### src/hdl/anemometer_pulse_window_speed_core_assert.svh
// assertion macros for the pulse window speed core
// expects signals named clk and rst in the scope of each use
`ifndef ANEMOMETER_PULSE_WINDOW_SPEED_CORE_ASSERT_SVH
`define ANEMOMETER_PULSE_WINDOW_SPEED_CORE_ASSERT_SVH
`ifndef SYNTH
`define APWSC_CHECK(label, ante, cons) \
  label: assert property (@(posedge clk) disable iff (rst) (ante) |-> (cons)) \
    else $error("apwsc check failed");
`define APWSC_CHECK_NEXT(label, ante, cons) \
  label: assert property (@(posedge clk) disable iff (rst) (ante) |=> (cons)) \
    else $error("apwsc check failed");
`else
`define APWSC_CHECK(label, ante, cons)
`define APWSC_CHECK_NEXT(label, ante, cons)
`endif
`endif

### src/hdl/apwsc_pkg.sv
// shared types and constants for the pulse window speed core
// no dependencies
package apwsc_pkg;

  localparam logic [1:0] FN_PULSE = 2'd0;
  localparam logic [1:0] FN_TICK  = 2'd1;
  localparam logic [1:0] FN_LOAD  = 2'd2;

  localparam logic [1:0] DIR_NONE = 2'd0;
  localparam logic [1:0] DIR_ONE  = 2'd1;
  localparam logic [1:0] DIR_TWO  = 2'd2;

  localparam logic [1:0] CFG_COUNT_LIMIT   = 2'd0;
  localparam logic [1:0] CFG_SECONDS_LIMIT = 2'd1;
  localparam logic [1:0] CFG_ROWS_IN_USE   = 2'd2;
  localparam logic [1:0] CFG_DUCT_AREA     = 2'd3;

  localparam logic [7:0]  COUNT_LIMIT_RST   = 8'd100;
  localparam logic [15:0] SECONDS_LIMIT_RST = 16'd10;

  localparam int QDEPTH   = 2;
  localparam int DIV_RATE = 24;
  localparam int DIV_LONG = 58;
  localparam int SECS_PER_HOUR = 60 * 60;

  typedef struct packed {
    logic [7:0]  count_limit;
    logic [15:0] seconds_limit;
    logic [4:0]  rows_in_use;
    logic [23:0] duct_area;
  } cfg_t;

  typedef struct packed {
    logic        is_load;
    logic [1:0]  dir;
    logic [7:0]  cnt;
    logic [15:0] el;
    logic [3:0]  row_index;
    logic [23:0] row_rate;
    logic [31:0] row_speed;
  } job_t;

  typedef struct packed {
    logic push;
    logic full;
  } qctl_t;

endpackage

### src/hdl/apwsc_if.sv
// item channels of the pulse window speed core
// no dependencies
interface apwsc_req_if;
  logic        valid;
  logic        ready;
  logic [1:0]  func;
  logic        level_a;
  logic        level_b;
  logic [3:0]  row_index;
  logic [23:0] row_rate;
  logic signed [31:0] row_speed;
  modport source (output valid, func, level_a, level_b, row_index, row_rate, row_speed,
                  input ready);
  modport sink (input valid, func, level_a, level_b, row_index, row_rate, row_speed,
                output ready);
endinterface


### src/hdl/apwsc_front.sv
// accepts items, tracks direction, count and window seconds, queues closes and loads
// depends on apwsc_pkg and apwsc_if
module apwsc_front import apwsc_pkg::*; (
  input  logic clk,
  input  logic rst,
  apwsc_req_if.sink req,
  input  cfg_t cfg,
  input  logic q_full,
  output logic q_push,
  output job_t q_wdata
);
  logic [1:0]  cur_dir;
  logic [7:0]  step_cnt;
  logic [15:0] win_sec;
  logic        take;
  logic [1:0]  to_dir;
  logic [7:0]  cnt_inc;
  logic        closes;

  assign req.ready = !q_full;
  assign take      = req.valid && !q_full;
  assign to_dir    = req.level_a ? DIR_ONE : DIR_TWO;
  assign cnt_inc   = (step_cnt == 8'hFF) ? step_cnt : step_cnt + 8'd1;
  assign closes    = (cnt_inc > cfg.count_limit) || (win_sec > cfg.seconds_limit);

  always_comb begin
    q_wdata.is_load   = (req.func == FN_LOAD);
    q_wdata.dir       = cur_dir;
    q_wdata.cnt       = cnt_inc;
    q_wdata.el        = win_sec;
    q_wdata.row_index = req.row_index;
    q_wdata.row_rate  = req.row_rate;
    q_wdata.row_speed = req.row_speed;
    q_push = 1'b0;
    if (take) begin
      case (req.func)
        FN_LOAD: q_push = 1'b1;
        FN_PULSE: q_push = (req.level_a != req.level_b) && (cur_dir == to_dir) && closes;
        default: q_push = 1'b0;
      endcase
    end
  end

  always_ff @(posedge clk) begin
    if (rst) begin
      cur_dir  <= DIR_NONE;
      step_cnt <= '0;
      win_sec  <= '0;
    end else if (take) begin
      case (req.func)
        FN_PULSE: begin
          if (req.level_a != req.level_b) begin
            if (cur_dir != to_dir) begin
              cur_dir  <= to_dir;
              step_cnt <= '0;
              win_sec  <= '0;
            end else if (closes) begin
              step_cnt <= '0;
              win_sec  <= '0;
            end else begin
              step_cnt <= cnt_inc;
            end
          end
        end
        FN_TICK: begin
          if (win_sec != 16'hFFFF) begin
            win_sec <= win_sec + 16'd1;
          end
        end
        default: ;
      endcase
    end
  end
endmodule

### src/flat_wrapper.sv
// flat-port wrapper written by rule: the top's interface ports become plain ports
module apwsc_front_flat import apwsc_pkg::*;
  (clk, rst, cfg, q_full, q_push, q_wdata, req_valid, req_func, req_level_a, req_level_b, req_row_index, req_row_rate, req_row_speed, req_ready);
  apwsc_req_if req_i ();
  input  logic clk;
  input  logic rst;
  input  cfg_t cfg;
  input  logic q_full;
  output logic q_push;
  output job_t q_wdata;
  input wire logic [$bits(req_i.valid)-1:0] req_valid;
  input wire logic [$bits(req_i.func)-1:0] req_func;
  input wire logic [$bits(req_i.level_a)-1:0] req_level_a;
  input wire logic [$bits(req_i.level_b)-1:0] req_level_b;
  input wire logic [$bits(req_i.row_index)-1:0] req_row_index;
  input wire logic [$bits(req_i.row_rate)-1:0] req_row_rate;
  input wire logic [$bits(req_i.row_speed)-1:0] req_row_speed;
  output wire logic [$bits(req_i.ready)-1:0] req_ready;
  assign req_i.valid = req_valid;
  assign req_i.func = req_func;
  assign req_i.level_a = req_level_a;
  assign req_i.level_b = req_level_b;
  assign req_i.row_index = req_row_index;
  assign req_i.row_rate = req_row_rate;
  assign req_i.row_speed = req_row_speed;
  assign req_ready = req_i.ready;
  apwsc_front u_core (.clk(clk), .rst(rst), .req(req_i), .cfg(cfg), .q_full(q_full), .q_push(q_push), .q_wdata(q_wdata));
endmodule
### config.mk
export PLATFORM = sky130hd
export DESIGN_NAME = apwsc_front_flat
export DESIGN_NICKNAME = d
export VERILOG_FILES = /design/src/hdl/anemometer_pulse_window_speed_core_assert.svh /design/src/hdl/apwsc_pkg.sv /design/src/hdl/apwsc_if.sv /design/src/hdl/apwsc_front.sv /design/src/flat_wrapper.sv
export SDC_FILE = /design/constraint.sdc
export NUM_CORES = 1
export LEC_CHECK = 0
export ABC_AREA = 1
export ABC_CLOCK_PERIOD_IN_PS = 2700
export BUFFER_PORTS_ARGS = -buffer_cell sky130_fd_sc_hd__buf_2
export CAP_MARGIN = 20
export CORE_MARGIN = 5
export CORE_UTILIZATION = 38
export CTS_BUF_LIST = sky130_fd_sc_hd__clkbuf_8
export CTS_CLUSTER_SIZE = 12
export DETAILED_ROUTE_END_ITERATION = 8
export PLACE_DENSITY = 0.77
export SYNTH_ARGS = -nofsm -noshare
export SYNTH_HDL_FRONTEND = slang
export SYNTH_SLANG_ARGS = --single-unit
### constraint.sdc
create_clock -name clk -period 2.7 [get_ports clk]
set_clock_uncertainty 0.15 [all_clocks]
set_input_delay 0.135 -clock clk [delete_from_list [all_inputs] [get_ports clk]]
set_output_delay 0.135 -clock clk [all_outputs]
set_load 0.01 [all_outputs]
==> flow_summary_export.csv <==
group,metric,value,unit
worst_setup_path,critPathLaunchType,"register",
min_path,min_from,"rst",
pwr,peakVddDrop,0.000175,V
synthesis,syn-num-nets,573,
worst_setup_path,r2r_setup_slack,-80,ps
die,num_rows,31,
placed_design,io_buffers,60,
min_path,holdPathStages,2,
cells_and_area,nNetsFinal,599,
cts,tritoncts,"yes",
timing,hold_viol,0,
cells_and_area,area_growth,15.7,%
timing,min_period_over_period,105,%
min_path,hold_path.class,"primary input to register",
die,floorplan.die_area,9220,sq um
worst_setup_path,critical-path-max-stage-delay,400,ps
timing,slew_violations,0,
worst_setup_path,worstPathMaxFanout,4,
worst_setup_path,setup.worst_path.end_class,"output port",
die,die_h,96.0,microns
grt,grt_usage,15.0,%
cells_and_area,layout.cells.non_filler,550,
synthesis,yosys_most_used_dff,"dfxtp_1",
worst_setup_path,timing.rr.start,"u_core.step_cnt[5]",
routing,drtAntennaViolNets,0,
cts,ctsHtreeMaxLevel,1,
die,core-area,7210,sq um
worst_setup_path,worstReg2RegEnd,"u_core.win_sec[3]",
timing,relSlewSlack,61.5,%
grt,globalRouteOverflowTotal,0,
cts,cts_sinks,26,
routing,drtPass1Iterations,4,
cells_and_area,drive_above_1_share,34.1,%
die,start_util,39.0,%
worst_setup_path,path_class,"register to output port",
placed_design,place_area,2900,sq um
worst_setup_path,crit_chain,"inv_1, nor3_4, nand3_4, buf_4, nand2_2, ha_1, a21oi_2, nor2_1, nor2_1, nand3_2, nand2_2, nand2_2, a21oi_2, nor2_1, buf_2",
run,max_cap_viol_count,0,
placed_design,dp.cells,532,
placed_design,gp_congestion,0.847,
timing,setup_viol,25,
routing,drtIter0Drc,86,
pwr,powerDensity,286,nW/um^2
routing,viasPerCell,4.91,
die,pin_count,210,
synthesis,synth-edff-count,0,
synthesis,yosysWarnings,0,
routing,drc_errors,0,
routing,wl_per_cell,13.0,microns
timing,tightest_slew,577,ps
cells_and_area,fin_area,3250,sq um
min_path,hold_end,"u_core.step_cnt[2]",
routing,vias,2698,
cells_and_area,final_cell_mix,"nand2_1, buf_2, inv_1, nor2_1, ha_1",
synthesis,avgSynthCellArea,6.60,sq um
routing,drt-total-wl,7.14,mm
grt,grt_pass1_wl,11.2,mm
cts,clk_pin_slew_worst_paths,100,ps
pwr,leakage,1.66,nW
worst_setup_path,cp_data_required_time,2410,ps
worst_setup_path,cpMaxStageDelayCell,"dfxtp_1",
timing,whs,50.9,ps
synthesis,synth.area.top_cells,"dfxtp_1, buf_4, nand2_1",
cts,clk_path_buf_depth,2,
status,violations,"setup timing",
synthesis,ys_async_sr_fraction,0,%
synthesis,synth_top_cell_by_area,"dfxtp_1",
timing,fmax,354,MHz
cts,clockRootBuffer,"clkbuf_8",
grt,grt_max_degree,18,
synthesis,syn_inst,426,
cells_and_area,final_common_cell,"nand2_1",
synthesis,yosysSeqAreaShare,18.5,%
grt,grt_pass1_vias,2567,
cts,cts_buffers,3,
cells_and_area,diodes,0,
synthesis,synth_top_area_share,18.5,%
die,die_w,96.0,microns
placed_design,dpl.hpwl,5.31,mm
timing,fin_ws,-126,ps
worst_setup_path,rr_worst_depth,16,
worst_setup_path,cp.arrival,2540,ps
timing,rsz0062_at_grt,"yes",
synthesis,synth_cell_types,35,
grt,antenna_found_initial,0,
timing,layout_min_cycle_time,2830,ps
synthesis,ys_ff_latch,26,
status,status,"finished with violations",
cts,insertion_delay,280,ps
synthesis,synth_area,2810,sq um
per-stage QoR:
stage	util [%]	TNS (ps)	total power, mW	setup WS [ps]
floorplan	-	0	0.623	4.79
global placement	40.1	-124	0.586	-21.1
detailed placement	40.1	-461	0.595	-81.7
CTS	43.2	-179	0.935	-96.7
global route	45.1	-5920	0.976	-263
finish	45.1	-1380	0.930	-126
kinds of logic after synthesis:
group / Yosys count / share of synthesized area (%)
DFF: 26 / 18.5
buffers and inverters: 123 / 25.6
muxes: 1 / 0.400
and+or+nand+nor: 201 / 33.3
adders and majority gates: 26 / 11.6
AOI/OAI and AO/OA: 40 / 7.87
xor gates and xnor gates: 9 / 2.80
layout make-up:
type	instances	area, sq um
flip-flops and latches	26	528
fillers	725	3960
clock inverters	1	30.0
repair buffers	86	537
multi-input cells	277	1760
clock buffers	3	41.3
well taps	99	124
inverters	57	221
repair inverters	1	11.3
where the power goes:
group | leakage, nW | switching [mW] | internal [mW] | total (mW)
logic | 1.41 | 0.107 | 0.0774 | 0.184
clock network | 0.0357 | 0.136 | 0.199 | 0.335
registers | 0.213 | 0.0179 | 0.393 | 0.411
total | 1.66 | 0.261 | 0.669 | 0.930
cell usage after synthesis, types with 3 or more instances:
| cell | instances |
|---|---|
| nand2_1 | 88 |
| a21oi_1 | 25 |
| nor2_1 | 53 |
| xnor2_1 | 3 |
| o21ai_0 | 6 |
| nand2_2 | 3 |
| ha_1 | 26 |
| nand4_1 | 5 |
| nand3_2 | 7 |
| inv_1 | 55 |
| buf_4 | 61 |
| dfxtp_1 | 26 |
| nor2_2 | 7 |
| nand3_1 | 27 |
| xor2_1 | 6 |
worst max-delay path: cells and delay by family (launching register included):
kind	cells	cell delay (ps)
adders and majority gates	1	250
DFF	1	400
AOI/OAI and AO/OA	2	270
and+or+nand+nor	9	940
buffers and inverters	3	410
worst max-delay path by stage:
stage / start / end / slack (ps) / cells past startpoint
4_1_cts: u_core.step_cnt[0] / q_push / -100 / 16
3_5_place_dp: u_core.step_cnt[1] / u_core.step_cnt[5] / -80 / 15
6_report: u_core.step_cnt[5] / q_push / -130 / 15
2_1_floorplan: u_core.step_cnt[1] / u_core.win_sec[2] / 5 / 17
3_3_place_gp: u_core.step_cnt[1] / u_core.step_cnt[5] / -20 / 15
5_1_grt: u_core.step_cnt[0] / q_push / -260 / 15
registers in the layout (all words and copies together) (netlist names):
register and cells:
u_core.step_cnt 8, u_core.win_sec 16, u_core.cur_dir 2
layer usage:
metal / track usage, % / vias to the layer above / share of wire, %
met2: 26.3 / 105 / 48
met5: 0 / - / 0
met4: 6.75 / 0 / 3.0
li1: - / 1338 / -
met3: 3.28 / 32 / 8.2
met1: 17.2 / 1223 / 41
timing repair:
| item | in CTS | in global routing |
|---|---|---|
| pin swaps | 13 | 11 |
| gates cloned | 1 | 1 |
| gates resized for setup | 18 | 24 |
| buffers inserted | 10 | 2 |
| hold buffers | 0 | 0 |
| setup endpoints to repair | 20 | 26 |
(Power assumes the default switching activity.)
