File: src/hdl/anemometer_pulse_window_speed_core_assert.svh
// assertion macros for the pulse window speed core
// expects signals named clk and rst in the scope of each use
`ifndef ANEMOMETER_PULSE_WINDOW_SPEED_CORE_ASSERT_SVH
`define ANEMOMETER_PULSE_WINDOW_SPEED_CORE_ASSERT_SVH
`ifndef SYNTH
`define APWSC_CHECK(label, ante, cons) \
  label: assert property (@(posedge clk) disable iff (rst) (ante) |-> (cons)) \
    else $error("apwsc check failed");
`define APWSC_CHECK_NEXT(label, ante, cons) \
  label: assert property (@(posedge clk) disable iff (rst) (ante) |=> (cons)) \
    else $error("apwsc check failed");
`else
`define APWSC_CHECK(label, ante, cons)
`define APWSC_CHECK_NEXT(label, ante, cons)
`endif
`endif

File: src/hdl/apwsc_pkg.sv
// shared types and constants for the pulse window speed core
// no dependencies
package apwsc_pkg;

  localparam logic [1:0] FN_PULSE = 2'd0;
  localparam logic [1:0] FN_TICK  = 2'd1;
  localparam logic [1:0] FN_LOAD  = 2'd2;

  localparam logic [1:0] DIR_NONE = 2'd0;
  localparam logic [1:0] DIR_ONE  = 2'd1;
  localparam logic [1:0] DIR_TWO  = 2'd2;

  localparam logic [1:0] CFG_COUNT_LIMIT   = 2'd0;
  localparam logic [1:0] CFG_SECONDS_LIMIT = 2'd1;
  localparam logic [1:0] CFG_ROWS_IN_USE   = 2'd2;
  localparam logic [1:0] CFG_DUCT_AREA     = 2'd3;

  localparam logic [7:0]  COUNT_LIMIT_RST   = 8'd100;
  localparam logic [15:0] SECONDS_LIMIT_RST = 16'd10;

  localparam int QDEPTH   = 2;
  localparam int DIV_RATE = 24;
  localparam int DIV_LONG = 58;
  localparam int SECS_PER_HOUR = 60 * 60;

  typedef struct packed {
    logic [7:0]  count_limit;
    logic [15:0] seconds_limit;
    logic [4:0]  rows_in_use;
    logic [23:0] duct_area;
  } cfg_t;

  typedef struct packed {
    logic        is_load;
    logic [1:0]  dir;
    logic [7:0]  cnt;
    logic [15:0] el;
    logic [3:0]  row_index;
    logic [23:0] row_rate;
    logic [31:0] row_speed;
  } job_t;

  typedef struct packed {
    logic push;
    logic full;
  } qctl_t;

endpackage

File: src/hdl/apwsc_fifo.sv
// short job queue between the classifier and the compute engine
// depends on apwsc_pkg
module apwsc_fifo import apwsc_pkg::*; (
  input  logic clk,
  input  logic rst,
  input  logic push,
  input  job_t wdata,
  output logic full,
  input  logic pop,
  output job_t rdata,
  output logic empty
);
  localparam int PW = $clog2(QDEPTH);
  localparam int CW = $clog2(QDEPTH + 1);

  job_t          slots [QDEPTH];
  logic [PW-1:0] wptr;
  logic [PW-1:0] rptr;
  logic [CW-1:0] fill;

  assign full  = (fill == CW'(QDEPTH));
  assign empty = (fill == '0);
  assign rdata = slots[rptr];

  always_ff @(posedge clk) begin
    if (push) begin
      slots[wptr] <= wdata;
    end
  end

  always_ff @(posedge clk) begin
    if (rst) begin
      wptr <= '0;
      rptr <= '0;
      fill <= '0;
    end else begin
      if (push) begin
        wptr <= (wptr == PW'(QDEPTH - 1)) ? '0 : wptr + PW'(1);
      end
      if (pop) begin
        rptr <= (rptr == PW'(QDEPTH - 1)) ? '0 : rptr + PW'(1);
      end
      if (push && !pop) begin
        fill <= fill + CW'(1);
      end else if (pop && !push) begin
        fill <= fill - CW'(1);
      end
    end
  end
endmodule

File: config.mk
export PLATFORM = sky130hd
export DESIGN_NAME = apwsc_fifo
export DESIGN_NICKNAME = d
export VERILOG_FILES = /design/src/hdl/anemometer_pulse_window_speed_core_assert.svh /design/src/hdl/apwsc_pkg.sv /design/src/hdl/apwsc_fifo.sv
export SDC_FILE = /design/constraint.sdc
export NUM_CORES = 1
export LEC_CHECK = 0
export ABC_CLOCK_PERIOD_IN_PS = 5400
export BUFFER_PORTS_ARGS = -buffer_cell sky130_fd_sc_hd__buf_2
export CAP_MARGIN = 20
export CORE_MARGIN = 4
export CORE_UTILIZATION = 47
export DETAILED_ROUTE_END_ITERATION = 10
export HOLD_SLACK_MARGIN = 0.12
export PLACE_DENSITY = 0.8
export SLEW_MARGIN = 30
export SYNTH_ARGS = -nofsm -noshare
export SYNTH_HDL_FRONTEND = slang
export SYNTH_SLANG_ARGS = --single-unit
File: constraint.sdc
create_clock -name clk -period 5.4 [get_ports clk]
set_input_delay 1.08 -clock clk [delete_from_list [all_inputs] [get_ports clk]]
set_output_delay 1.08 -clock clk [all_outputs]
set_load 0.03 [all_outputs]
==> results_tabular.tex, run 1 <==
\begin{tabular}{lr}
\hline
Metric & Value \\
\hline
\multicolumn{2}{l}{\textbf{Run status}} \\
\quad Run status & complete, no violations \\
\multicolumn{2}{l}{\textbf{Hold path}} \\
\quad Tightest Hold Check Type & reg2reg \\
\quad HP Start & rptr \\
\multicolumn{2}{l}{\textbf{Place}} \\
\quad Port-buffer cells & 179 \\
\quad Half-perimeter wire length after detailed placement & 8030 µm \\
\quad Total placed instance area & 7750 µm² \\
\quad Final weighted congestion in routability-driven placement & 0.710 \\
\multicolumn{2}{l}{\textbf{STA}} \\
\quad Final worst-path cycle share & 62.2\% \\
\quad Worst Tran Pin Value & 0.657 ns \\
\quad Post-route clock skew & 0.00679 ns \\
\quad Maximum frequency from static timing analysis & 298 MHz \\
\quad Number of failing hold endpoints at the final stage & 0 \\
\quad Clock period minus final worst setup slack & 3.36 ns \\
\quad Final sum of negative setup slack & 0 ns \\
\quad Setup Viol. Count Final & 0 \\
\quad RSZ-0062 raised after global routing & no \\
\quad Relative slew slack & 56.2\% \\
\quad Count of pins over their slew limit & 0 \\
\multicolumn{2}{l}{\textbf{Route}} \\
\quad Detailed Routing Iterations Pass 1 & 4 \\
\quad Routed length per instance & 17.3 µm \\
\quad Count of routing violations after the opening detailed-route iteration & 138 \\
\quad Number of nets still failing antenna checks after routing & 0 \\
\quad \# DRC & 0 \\
\quad Wire length reported by the detailed router & 11700 µm \\
\quad Via count normalized by instance count & 4.94 \\
\quad DR vias & 3354 \\
\multicolumn{2}{l}{\textbf{Pwr}} \\
\quad Pleak & 0.00324 µW \\
\quad PwrDens & 409 nW/µm² \\
\quad Maximum ir drop on the vdd rail & 0.228 mV \\
\multicolumn{2}{l}{\textbf{Die}} \\
\quad IO Count & 180 \\
\quad Total die area & 16000 µm² \\
\quad Initial standard-cell utilization of the core & 47.8\% \\
\quad Core Region & 13800 µm² \\
\quad Die W & 127 µm \\
\quad Number of placement rows & 43 \\
\quad Die outline height & 127 µm \\
\multicolumn{2}{l}{\textbf{CTS}} \\
\quad Maximum count of clock buffers along a single path & 2 \\
\quad Setup fix buffers added after clock tree synthesis & 0 \\
\quad Resized cells post-CTS & 0 \\
\quad Number of CTS-inserted buffers & 17 \\
\quad Clock tree from TritonCTS & done \\
\quad Clk pin slew, worst setup/hold paths & 0.06 ns \\
\quad Buffer type at the clock tree root & sky130\_fd\_sc\_hd\_\_clkbuf\_16 \\
\quad CTS H-tree depth & 4 \\
\quad Quantity of hold-fixing buffers added after cts & 0 \\
\quad Insertion delay of the later-clocked pin in the worst-skew pair & 0.41 ns \\
\quad Number of sinks driven by the clock tree & 179 \\
\multicolumn{2}{l}{\textbf{Logic synthesis}} \\
\quad Synth top cells by count & sky130\_fd\_sc\_hd\_\_edfxtp\_1 (174), sky130\_fd\_sc\_hd\_\_mux2\_2 (57), sky130\_fd\_sc\_hd\_\_mux2\_4 (30) \\
\quad Area leader, netlist & sky130\_fd\_sc\_hd\_\_edfxtp\_1 \\
\quad Count of state elements after synthesis & 179 \\
\quad Post-synth EDFFs & 174 \\
\quad Instance count of the mapped netlist & 293 \\
\quad Cell types with the largest area share after synthesis & sky130\_fd\_sc\_hd\_\_edfxtp\_1 (79\%), sky130\_fd\_sc\_hd\_\_mux2\_2 (9.7\%), sky130\_fd\_sc\_hd\_\_mux2\_4 (6.8\%), sky130\_fd\_sc\_hd\_\_dfxtp\_1 (1.5\%), sky130\_fd\_sc\_hd\_\_buf\_6 (0.85\%) \\
\quad Net count of the mapped netlist & 385 \\
\quad Total number of yosys warnings & 0 \\
\quad Library cells used by synthesis & 16 \\
\quad Portion of the post-synthesis area used by sequential elements & 80.6\% \\
\quad Share of the synthesized area in the top cell type & 79.1\% \\
\quad Most common cell in the netlist & sky130\_fd\_sc\_hd\_\_edfxtp\_1 \\
\quad Most used flip-flop cell after synthesis & sky130\_fd\_sc\_hd\_\_edfxtp\_1 \\
\quad Synthesized area & 6600 µm² \\
\quad Avg Inst Size Synth & 22.5 µm² \\
\quad Fraction of synthesis flops using an asynchronous set or reset pin & 0\% \\
\multicolumn{2}{l}{\textbf{Setup path}} \\
\quad Worst setup path class & reg2out \\
\quad Slowest cell delay on critical path & 0.58 ns \\
\quad CP startpoint kind & register \\
\quad Worst flop-to-flop path startpoint & wptr \\
\quad Crit path max-delay cell type & sky130\_fd\_sc\_hd\_\_dfxtp\_4 \\
\quad Critical path buffer and inverter count & 3 \\
\quad Highest fanout seen on the critical path & 45 \\
\quad Worst Setup End Kind & primary output \\
\quad Arrival time of the worst setup path & 2.28 ns \\
\quad Dominant delay contributor by cell family on the critical path & buffers and inverters \\
\quad Cell-by-cell trace of the critical path & buf\_16, buf\_4, mux2\_2, buf\_2 \\
\quad Required time of the worst setup path & 4.32 ns \\
\multicolumn{2}{l}{\textbf{Cells and area}} \\
\quad Total number of nets in the final design & 579 \\
\quad Footprint of the flip-flops and latches & 5330 µm² \\
\quad Diode count & 0 \\
\quad Post-route design area & 8420 µm² \\
\quad Multi-input gate area & 1200 µm² \\
\quad Synth-to-Final Area Change & 27.5\% \\
\quad Number of inserted filler cells in the final layout & 989 \\
\quad Ratio of cells with drive above 1 in the final layout & 60.3\% \\
\quad Fin util & 60.9\% \\
\multicolumn{2}{l}{\textbf{Global route}} \\
\quad Vias in the first global route & 3629 \\
\quad Largest net degree at the start of global routing & 71 \\
\quad Number of antenna violations at the first check in global routing & 0 \\
\quad Remaining global-route overflow & 0 \\
\quad GRT Resource Usage Total & 14.8\% \\
\quad Wire length of the first global-routing pass & 18000 µm \\
\multicolumn{2}{l}{\textbf{Job}} \\
\quad Max-cap violations & 0 \\
\hline
\end{tabular}
-- placed cells by master (no fill, tap or decap) --
cell type                    synthesis  layout
sky130_fd_sc_hd__a21oi_1             1       1
sky130_fd_sc_hd__and2_4              0       1
sky130_fd_sc_hd__buf_12              0       1
sky130_fd_sc_hd__buf_16              0       3
sky130_fd_sc_hd__buf_2               5     179
sky130_fd_sc_hd__buf_4               0       2
sky130_fd_sc_hd__bufinv_16           0       6
sky130_fd_sc_hd__clkbuf_1            0       3
sky130_fd_sc_hd__clkbuf_16           0      17
sky130_fd_sc_hd__clkinv_1            0       2
sky130_fd_sc_hd__clkinv_2            0       1
sky130_fd_sc_hd__clkinv_4            0       1
sky130_fd_sc_hd__clkinvlp_4          0       1
sky130_fd_sc_hd__dfxtp_1             5       4
sky130_fd_sc_hd__dfxtp_4             0       1
sky130_fd_sc_hd__edfxtp_1          174     174
sky130_fd_sc_hd__ha_1                1       1
sky130_fd_sc_hd__inv_1               1       1
sky130_fd_sc_hd__mux2_2             57      57
sky130_fd_sc_hd__mux2_4             30      30
sky130_fd_sc_hd__nor2_1              5       5
sky130_fd_sc_hd__nor2b_1             2       1
sky130_fd_sc_hd__nor2b_4             0       1
sky130_fd_sc_hd__o21ai_0             1       1
sky130_fd_sc_hd__or3_1               1       1
sky130_fd_sc_hd__xnor2_1             2       2
sky130_fd_sc_hd__xor2_1              2       2
-- per-layer routing --
metal	track usage, %	wire length, µm
met5	0	0
met4	6.44	209
met2	24.9	6090
met3	4.88	797
met1	17.4	4640
-- metrics by stage --
stage               setup WS [ns]  power [µW]  hold WS [ns]  instances
floorplan                    1.61        2000         0.461        293
global placement             2.27        2130         0.478        645
detailed placement           2.24        2150         0.512        647
CTS                          1.79        3480         0.537        678
global route                 1.92        3570         0.566        679
finish                       2.04        3440         0.543        679
-- where the power goes --
group | total, µW | leakage, µW | internal, µW | switching, µW
Clock | 1330 | 0.000309 | 862 | 467
Combinational | 466 | 0.00126 | 179 | 286
Sequential | 1650 | 0.00168 | 1620 | 29.3
-- worst reg2reg max path, cell delays in order (launching register included) --
cell and delay, ns:
sky130_fd_sc_hd__dfxtp_1 0.41, sky130_fd_sc_hd__and2_4 0.50, sky130_fd_sc_hd__buf_4 0.65
-- final timing paths --
kind                                      to  slack (ns)  cells past startpoint
worst min register to register          rptr        0.54                      2
worst max-delay path               rdata[73]        2.04                      4
worst max register to register  slots[1][55]        3.44                      2
worst min-delay path                    rptr        0.54                      2
-- registers in the layout (all words and copies together), names as in the netlist, named ones only --
register	flops
fill	2
slots	174
wptr	1
rptr	1
-- final cells by class --
type                    instances  area share, %
clock buffers                  20           5.19
clock inverters                11           2.48
inverters                       1         0.0446
multi-input cells             103           14.3
flip-flops and latches        179           63.3
well taps                     180           2.67
repair buffers                185           12.0
-- cells by family after synthesis --
kind of cell               after synthesis  synth area share [%]
DFF                                    179                  80.6
muxes                                   87                  16.5
buffers and inverters                   11                  1.29
and+or+nand+nor                          9                 0.663
xor gates and xnor gates                 4                 0.531
AOI/OAI and AO/OA                        2                 0.151
adders and majority gates                1                 0.189
No activity file was read; power rests on OpenSTA's default activity.
==> inputs of run 2 (changes only) <==
- ABC_CLOCK_PERIOD_IN_PS: 5400 -> 3250
- CORE_UTILIZATION: 47 -> 52
- PLACE_DENSITY: 0.8 -> 0.83
- clock period: 5.4 -> 3.25 ns (I/O delays scaled with it)
==> run 2 against run 1 <==
- setup slack got worse by 1.5 ns
- non-clock buffer count rose by 1
- final cell count fell by 1.5%
- clock skew fell by 0.0028 ns
- critical endpoint is now rdata[2]
==> results_tabular.tex, run 2 (synthesized netlist as in run 1, its figures left out) <==
\begin{tabular}{lr}
\hline
Metric & Value \\
\hline
\multicolumn{2}{l}{\textbf{Cells and area}} \\
\quad Ratio of cells with drive above 1 in the final layout & 60.9\% \\
\quad Synth-to-Final Area Change & 25.5\% \\
\quad Total number of nets in the final design & 580 \\
\quad Largest reg by FF count & slots \\
\quad Diode count & 0 \\
\quad Leading cell type in the layout, fill and taps excluded & sky130\_fd\_sc\_hd\_\_buf\_2 \\
\quad Non-filler cells, final & 669 \\
\quad Leading registers by flop count & slots x174, fill x2 \\
\quad Number of inserted filler cells in the final layout & 838 \\
\quad Most used cells in the layout excluding fill and tap cells & sky130\_fd\_sc\_hd\_\_buf\_2 (179), sky130\_fd\_sc\_hd\_\_edfxtp\_1 (174), sky130\_fd\_sc\_hd\_\_mux2\_2 (57) \\
\quad Post-route design area & 8290 µm² \\
\quad Number of flip-flops under the largest register name & 174 \\
\multicolumn{2}{l}{\textbf{CTS}} \\
\quad CTS H-tree depth & 4 \\
\quad Resized cells post-CTS & 0 \\
\quad Insertion delay of the later-clocked pin in the worst-skew pair & 0.41 ns \\
\quad Clock tree from TritonCTS & done \\
\quad Maximum count of clock buffers along a single path & 2 \\
\quad Quantity of hold-fixing buffers added after cts & 0 \\
\quad Setup fix buffers added after clock tree synthesis & 0 \\
\quad Number of sinks driven by the clock tree & 179 \\
\quad Number of CTS-inserted buffers & 17 \\
\quad Buffer type at the clock tree root & sky130\_fd\_sc\_hd\_\_clkbuf\_16 \\
\quad Clk pin slew, worst setup/hold paths & 0.06 ns \\
\multicolumn{2}{l}{\textbf{Route}} \\
\quad Count of routing violations after the opening detailed-route iteration & 217 \\
\quad \# DRC & 0 \\
\quad Detailed route wirelength on metal3 & 1120 µm \\
\quad Via count normalized by instance count & 4.97 \\
\quad Highest routed layer & met5 \\
\quad Detailed Routing Iterations Pass 1 & 4 \\
\quad Met1 wire length & 4590 µm \\
\quad Routed met2 length & 5820 µm \\
\quad Routed length per instance & 17.5 µm \\
\quad Wire length reported by the detailed router & 11700 µm \\
\quad Number of nets still failing antenna checks after routing & 0 \\
\quad DR vias & 3326 \\
\multicolumn{2}{l}{\textbf{Hold path}} \\
\quad Tightest Hold Check Type & in2reg \\
\quad HP Start & wdata[15] \\
\multicolumn{2}{l}{\textbf{STA}} \\
\quad Number of failing hold endpoints at the final stage & 0 \\
\quad Worst Tran Pin Value & 0.715 ns \\
\quad Final worst-path cycle share & 82.4\% \\
\quad Setup Viol. Count Final & 0 \\
\quad Post-route clock skew & 0.00395 ns \\
\quad Relative slew slack & 52.3\% \\
\quad RSZ-0062 raised after global routing & no \\
\quad Final sum of negative setup slack & 0 ns \\
\quad Clock period minus final worst setup slack & 2.68 ns \\
\quad Maximum frequency from static timing analysis & 373 MHz \\
\quad Count of pins over their slew limit & 0 \\
\multicolumn{2}{l}{\textbf{Place}} \\
\quad Total placed instance area & 7720 µm² \\
\quad Half-perimeter wire length after detailed placement & 7850 µm \\
\quad Port-buffer cells & 179 \\
\quad Final weighted congestion in routability-driven placement & 0.725 \\
\quad Number of placed instances, taps included & 637 \\
\multicolumn{2}{l}{\textbf{Global route}} \\
\quad Largest net degree at the start of global routing & 51 \\
\quad Remaining global-route overflow & 0 \\
\quad GRT Resource Usage Total & 16.4\% \\
\quad Vias in the first global route & 3520 \\
\quad Wire length of the first global-routing pass & 17900 µm \\
\quad Number of antenna violations at the first check in global routing & 2 \\
\multicolumn{2}{l}{\textbf{Setup path}} \\
\quad Arrival time of the worst setup path & 2.03 ns \\
\quad Highest fanout seen on the critical path & 37 \\
\quad Minimum setup slack among reg-to-reg paths & 1.54 ns \\
\quad CP startpoint kind & register \\
\quad Worst flop-to-flop path startpoint & wptr \\
\quad Crit path max-delay cell type & sky130\_fd\_sc\_hd\_\_dfxtp\_4 \\
\quad Worst setup path class & reg2out \\
\quad Cell-by-cell trace of the critical path & buf\_4, mux2\_2, buf\_2 \\
\quad Required time of the worst setup path & 2.60 ns \\
\quad Slowest cell delay on critical path & 0.68 ns \\
\quad Worst Setup End Kind & primary output \\
\multicolumn{2}{l}{\textbf{Job}} \\
\quad Max-cap violations & 0 \\
\multicolumn{2}{l}{\textbf{Die}} \\
\quad Core Region & 12200 µm² \\
\quad Initial standard-cell utilization of the core & 54.1\% \\
\quad IO Count & 180 \\
\quad Die outline height & 121 µm \\
\quad Number of placement rows & 40 \\
\quad Total die area & 14600 µm² \\
\quad Die W & 121 µm \\
\multicolumn{2}{l}{\textbf{Pwr}} \\
\quad Maximum ir drop on the vdd rail & 0.496 mV \\
\quad PwrDens & 655 nW/µm² \\
\quad Pleak & 0.00318 µW \\
\quad Total power & 5430 µW \\
\multicolumn{2}{l}{\textbf{Run status}} \\
\quad Run status & complete, no violations \\
\hline
\end{tabular}
-- run 2: cell count changes in the layout (fill, tap and decap cells not counted), sizes merged --
| cell | change |
|---|---|
| buf | +1 |
| clkinvlp | +3 |
| clkbuf | -2 |
| inv | +1 |
| clkinv | +3 |
| bufinv | -4 |
-- run 2: power breakdown --
part,switching (µW),internal [µW],total (µW)
registers,54.6,2690,2750
clock network,803,1130,1930
logic,468,287,754
total,1330,4100,5430
-- run 2: cell type report --
type	count	area, µm²	area share, %
flip-flops and latches	179	5330	64.3
multi-input cells	103	1200	14.5
repair buffers	186	973	11.7
clock buffers	18	429	5.18
well taps	168	210	2.54
clock inverters	14	139	1.68
inverters	1	3.75	0.0453
-- run 2: worst max-delay path: cells and delay by family (launching register included) --
family / cells / cell delay [ns]
buffers and inverters: 2 / 0.55
flip-flops: 1 / 0.68
multiplexers: 1 / 0.37
-- run 2: layer usage --
metal  up-vias  GRT usage (%)
met5         -              0
met4         4           5.95
met3        20           7.25
met2       154           26.7
met1      1602           19.6
li1       1546              -
-- run 2: final timing paths --
check,end,cells past startpoint
max,rdata[2],3
min,slots[0][15],1
max reg2reg,slots[1][1],2
min reg2reg,fill[1],2
-- run 2: metrics by stage --
step | setup WS (ns) | utilization [%] | hold WS [ns]
after global routing | 0.457 | 67.9 | 0.394
final | 0.572 | 67.9 | 0.421
after detailed placement | 0.980 | 63.2 | 0.495
after global placement | 1.01 | 63.2 | 0.477
after floorplan | 0.134 | - | 0.461
after CTS | 0.522 | 67.9 | 0.398
